**src/hw/rtl/talg_pkg.sv**
```systemverilog
// shared constants, types and helpers for the average linkage grouper
`default_nettype none

package talg_pkg;

    // component count and derived widths
    localparam int MAXC     = 32;
    localparam int IDX_W    = $clog2(MAXC);
    localparam int CNT_W    = $clog2(MAXC + 1);
    localparam int ADDR_W   = 2 * IDX_W;
    localparam int DEPTH    = MAXC * MAXC;
    localparam int DIST_W   = 17;
    localparam int PS_W     = DIST_W + ADDR_W;
    localparam int SZP_W    = 2 * CNT_W;
    localparam int MB_W     = (SZP_W > DIST_W) ? SZP_W : DIST_W;
    localparam int PROD_W   = PS_W + MB_W;
    localparam int VAR_W    = 21;
    localparam logic [VAR_W-1:0] VAR_SAT = {VAR_W{1'b1}};

    // command codes
    typedef enum logic [1:0] {
        CMD_LOAD_CORR = 2'd0,
        CMD_LOAD_VAR  = 2'd1,
        CMD_RUN       = 2'd2,
        CMD_NONE      = 2'd3
    } cmd_t;

    // flat address of a matrix entry
    function automatic logic [ADDR_W-1:0] pair_addr(input logic [IDX_W-1:0] r,
                                                    input logic [IDX_W-1:0] c);
        pair_addr = ADDR_W'(r) * ADDR_W'(MAXC) + ADDR_W'(c);
    endfunction

    // distance one minus a Q1.15 value, in units of 2^-15
    function automatic logic [DIST_W-1:0] one_minus(input logic [15:0] v);
        one_minus = DIST_W'(17'd32768) - {v[15], v};
    endfunction

endpackage

`default_nettype wire

```
**src/hw/rtl/talg_mult.sv**
```systemverilog
// shared registered multiplier for the linkage compares
`default_nettype none

module talg_mult (
    input  wire logic                           clk,
    input  wire logic [talg_pkg::PS_W-1:0]      op_a,
    input  wire logic [talg_pkg::MB_W-1:0]      op_b,
    output logic      [talg_pkg::PROD_W-1:0]    prod
);

    logic [talg_pkg::PROD_W-1:0] prod_reg;

    // one product per cycle, registered
    always_ff @(posedge clk)
    begin
        prod_reg <= talg_pkg::PROD_W'(op_a) * talg_pkg::PROD_W'(op_b);
    end

    assign prod = prod_reg;

endmodule

`default_nettype wire

```
**config.mk**
```make
export PLATFORM = sky130hd
export DESIGN_NAME = talg_mult
export DESIGN_NICKNAME = d
export VERILOG_FILES = /design/src/hw/rtl/talg_pkg.sv /design/src/hw/rtl/talg_mult.sv
export SDC_FILE = /design/constraint.sdc
export NUM_CORES = 1
export LEC_CHECK = 0
export BUFFER_PORTS_ARGS = -buffer_cell sky130_fd_sc_hd__buf_2
export CAP_MARGIN = 20
export CORE_ASPECT_RATIO = 2
export CORE_MARGIN = 2
export CORE_UTILIZATION = 59
export CTS_BUF_LIST = sky130_fd_sc_hd__clkbuf_8 sky130_fd_sc_hd__clkbuf_16
export CTS_CLUSTER_DIAMETER = 150
export DETAILED_ROUTE_END_ITERATION = 10
export PLACE_DENSITY = 0.78
export REMOVE_ABC_BUFFERS = 1
export SYNTH_ARGS = -nofsm -noshare
export SYNTH_HDL_FRONTEND = slang
export SYNTH_SLANG_ARGS = --single-unit
```
**constraint.sdc**
```tcl
create_clock -name clk -period 18.45 [get_ports clk]
set_clock_uncertainty 0.15 [all_clocks]
set_input_delay 2.7675 -clock clk [delete_from_list [all_inputs] [get_ports clk]]
set_output_delay 2.7675 -clock clk [all_outputs]
set_load 0.01 [all_outputs]
```
Yosys cells after proc, flatten, opt, wreduce, memory -nomap -nowiden
Index checks and enable logic that the tools add are counted.
{"block": "totals", "register_bits": 44, "input_bits": 45}
{"block": "classes", "n_mul": 1}
{"op": "$mul 27x17->44", "n": 1}

Logic depth before layout (Yosys ltp)
{"block": "logic_depth", "word_depth": 1, "depth_mapped": 23}

Least setup slack after synthesis
No wires, ideal clock.
{"block": "synth_timing", "path_kind": "input to register", "startpoint": "in op_a[23] (netlist bit)", "endpoint": "reg prod_reg, in the netlist prod[42]", "arrival_time_ns": 8.175, "required_ns": 18.164, "setup_slack_ns": 9.989, "stages": 23, "path_buffers": 3, "path_cell_list": "clkbuf_1 clkbuf_1 nand2_1 fa_1 inv_1 fa_1 inv_1 fa_1 inv_1 fa_1 fa_1 inv_1 fa_1 inv_1 ha_1 buf_2 a21oi_1 o21ai_1 a211oi_1 nor3_1 o41ai_1 o41ai_1 xor2_1"}
{"block": "synth_between", "elab_chain_cells": 1}
{"element": "start: declaration", "line_no": "talg_mult.sv:6", "source": "input wire logic [talg_pkg::PS_W-1:0] op_a,"}
{"element": "$mul 27x17->44", "line_no": "talg_mult.sv:16", "source": "prod_reg <= talg_pkg::PROD_W'(op_a) * talg_pkg::PROD_W'(op_b);"}
{"element": "end signal: assignment", "line_no": "talg_mult.sv:16"}
{"element": "end: declaration", "line_no": "talg_mult.sv:11", "source": "logic [talg_pkg::PROD_W-1:0] prod_reg;"}
Every way passes these cells.

Worst setup path after layout
{"block": "layout_timing", "startpoint": "in op_b[2] (netlist bit)", "endpoint": "reg prod_reg, in the netlist prod[43]"}
{"block": "layout_between", "elab_chain_cells": 1}
{"element": "start: declaration", "line_no": "talg_mult.sv:7", "source": "input wire logic [talg_pkg::MB_W-1:0] op_b,"}
{"element": "$mul 27x17->44", "line_no": "talg_mult.sv:16"}
Every way passes these cells.

==> metrics.cfg <==
[yosys]
synth.avg_cell_area_sq_um = 8.75
netlist_area_sq_um = 15800
syn_inst = 1801
synth-edff-count = 0
synth_top_area_share_pct = 47.5
ys_warn_count = 0
ys_top_cells_by_area = fa_1, inv_1, ha_1, and2_1, nand2_1
synth_commonest_cells = inv_1, fa_1, nand2_1, and2_1, ha_1
yosysMostFrequentCell = inv_1
synth.distinct_cells = 60
yosysSeqAreaShare_pct = 5.59
synthArstFlopShare_pct = 0
ys_ff_latch = 44
ys_dominant_reg_cell = dfxtp_1
yosys.area.top_type = fa_1

[detailed_routing]
met1_length_mm = 12.1
ant_nets = 0
topRoutingLayerUsed = met4
wl_met3_mm = 2.29
via_per_inst = 5.77
vias = 12475
first_pass_iters = 7
drt_first_iter_violations = 624
drt_wl_total_mm = 43.7
drc = 0
wl_per_cell_um = 20.2
wl_met2_mm = 24.0

[clock_tree]
path_clk_slew_ps = 70
numCtsBuffers = 5
cts-resized-gates = 0
h-tree-depth = 2
cts_setup_buffers = 0
cts_buffer_depth = 2
clockRootBuffer = clkbuf_16
cts_tree = built
hold_buffers = 0
cts.sinks = 44

[place]
gp_congestion = 0.925
dp_hpwl_mm = 34.8
port_buffers = 88

[finish]
antenna_cells = 0
largest_register_ffs = 44
nNetsFinal = 2353
syn_to_final_growth_pct = 4.68
drive_gt1_share_pct = 6.00

[grt]
grt_max_degree = 28
overflow = 0
grtUsageTotal_pct = 32.6
antenna_found_initial = 0
grt_first_pass_wirelength_mm = 70.4
grt_pass1_vias = 14353

[floorplanning]
die-height_um = 235
fp.dieW_um = 120
fp.dieArea_sq_um = 28100
coreArea_sq_um = 26300
num_rows = 84
start_util_pct = 60.0
io_pins = 89

[job]
drv_cap = 0

[critical_path]
cp.required_ps = 18480
crit_type = input port to flop
crit_fanout = 27
critPathLaunchType = input port
cp.arrival_ps = 8930
endpoint_kind = flop

[sta]
timing.fmax_mhz = 112
maxSlewViolCount = 0
finalSetupViolCount = 0
finalCriticalPeriod_ps = 8890
max_slew_margin_pct = 45.8
tightest_slew_ps = 804
setup_tns_ps = 0
rsz0062_at_grt = no
finalCritPeriodShare_pct = 48.2
finalHoldViolCount = 0

[min_path]
min_path_type = input port to flop

[outcome]
status = finished, final reports clean

-- placed cells by master (no fill, tap or decap), drive strengths merged, types with 2 or more instances in the layout --
master and count:
a2111oi 3, a211oi 5, a21o 15, a21oi 45, a221oi 2, a311oi 3, a31oi 6, and2 191
and3 4, and4 2, buf 88, clkbuf 6, dfxtp 44, fa 374, ha 118, inv 437
nand2 314, nand2b 3, nand3 9, nand4 6, nor2 37, nor2b 2, nor3 7, o21a 5
o21ai 25, o21bai 5, o311ai 2, o31ai 2, o41ai 3, xnor2 23, xor2 13
-- critical path, stage by stage --
cell and delay [ps]:
buf_2 300, and2_1 260, fa_1 540, inv_1 60, fa_1 530, inv_1 60, fa_1 490, inv_1 50
fa_1 580, fa_1 470, fa_1 600, inv_1 70, ha_1 380, a21oi_1 400, a21oi_1 130, nor2_1 290
o32ai_1 150, a2111oi_0 480, nor2_1 150, xnor2_1 150
-- area by class of cell --
type	count	area [sq um]
clock buffer	6	139
clock inverter	2	38.8
sequential	44	881
multi-input combinational	1240	12900
tap	344	430
timing repair buffer	88	440
inverter	437	1640
fill	2270	9780
-- path summary, 6_finish.rpt --
path              slack, ps  depth (start not counted)          endpoint    start
setup / recovery       9560                         20  prod[43]$_DFF_P_  op_b[2]
hold / removal         2750                          2   prod[0]$_DFF_P_  op_a[0]
-- through the flow --
stage / cells / setup WS (ps) / cell area, sq um / utilization (%) / hold slack (ps)
CTS: 2161 / 9660 / 16500 / 62.8 / 2750
finish: 2161 / 9560 / 16500 / 62.8 / 2750
floorplan: 1721 / 10480 / 15400 / - / 2740
detailed placement: 2153 / 9370 / 16300 / 62.1 / 3010
global route: 2161 / 9270 / 16500 / 62.8 / 2760
global placement: 2153 / 9430 / 16300 / 62.1 / 3010
-- cells by family after synthesis --
kind of cell	share of synthesized area [%]
muxes	0.135
and+or+nand+nor	17.5
xor gates and xnor gates	2.00
buffers and inverters	12.4
DFF	5.59
adders and majority gates	56.9
AOI/OAI and AO/OA	5.52
-- per-layer routing --
metal  global-route usage, %  vias up
li1                        -     5280
met1                    29.2     6313
met2                    60.7      581
met3                    4.19      301
met4                    30.7        0
met5                       0        -
Power is not shown: default switching activity piles up to over one toggle a cycle in this logic, so the estimate is an artifact.
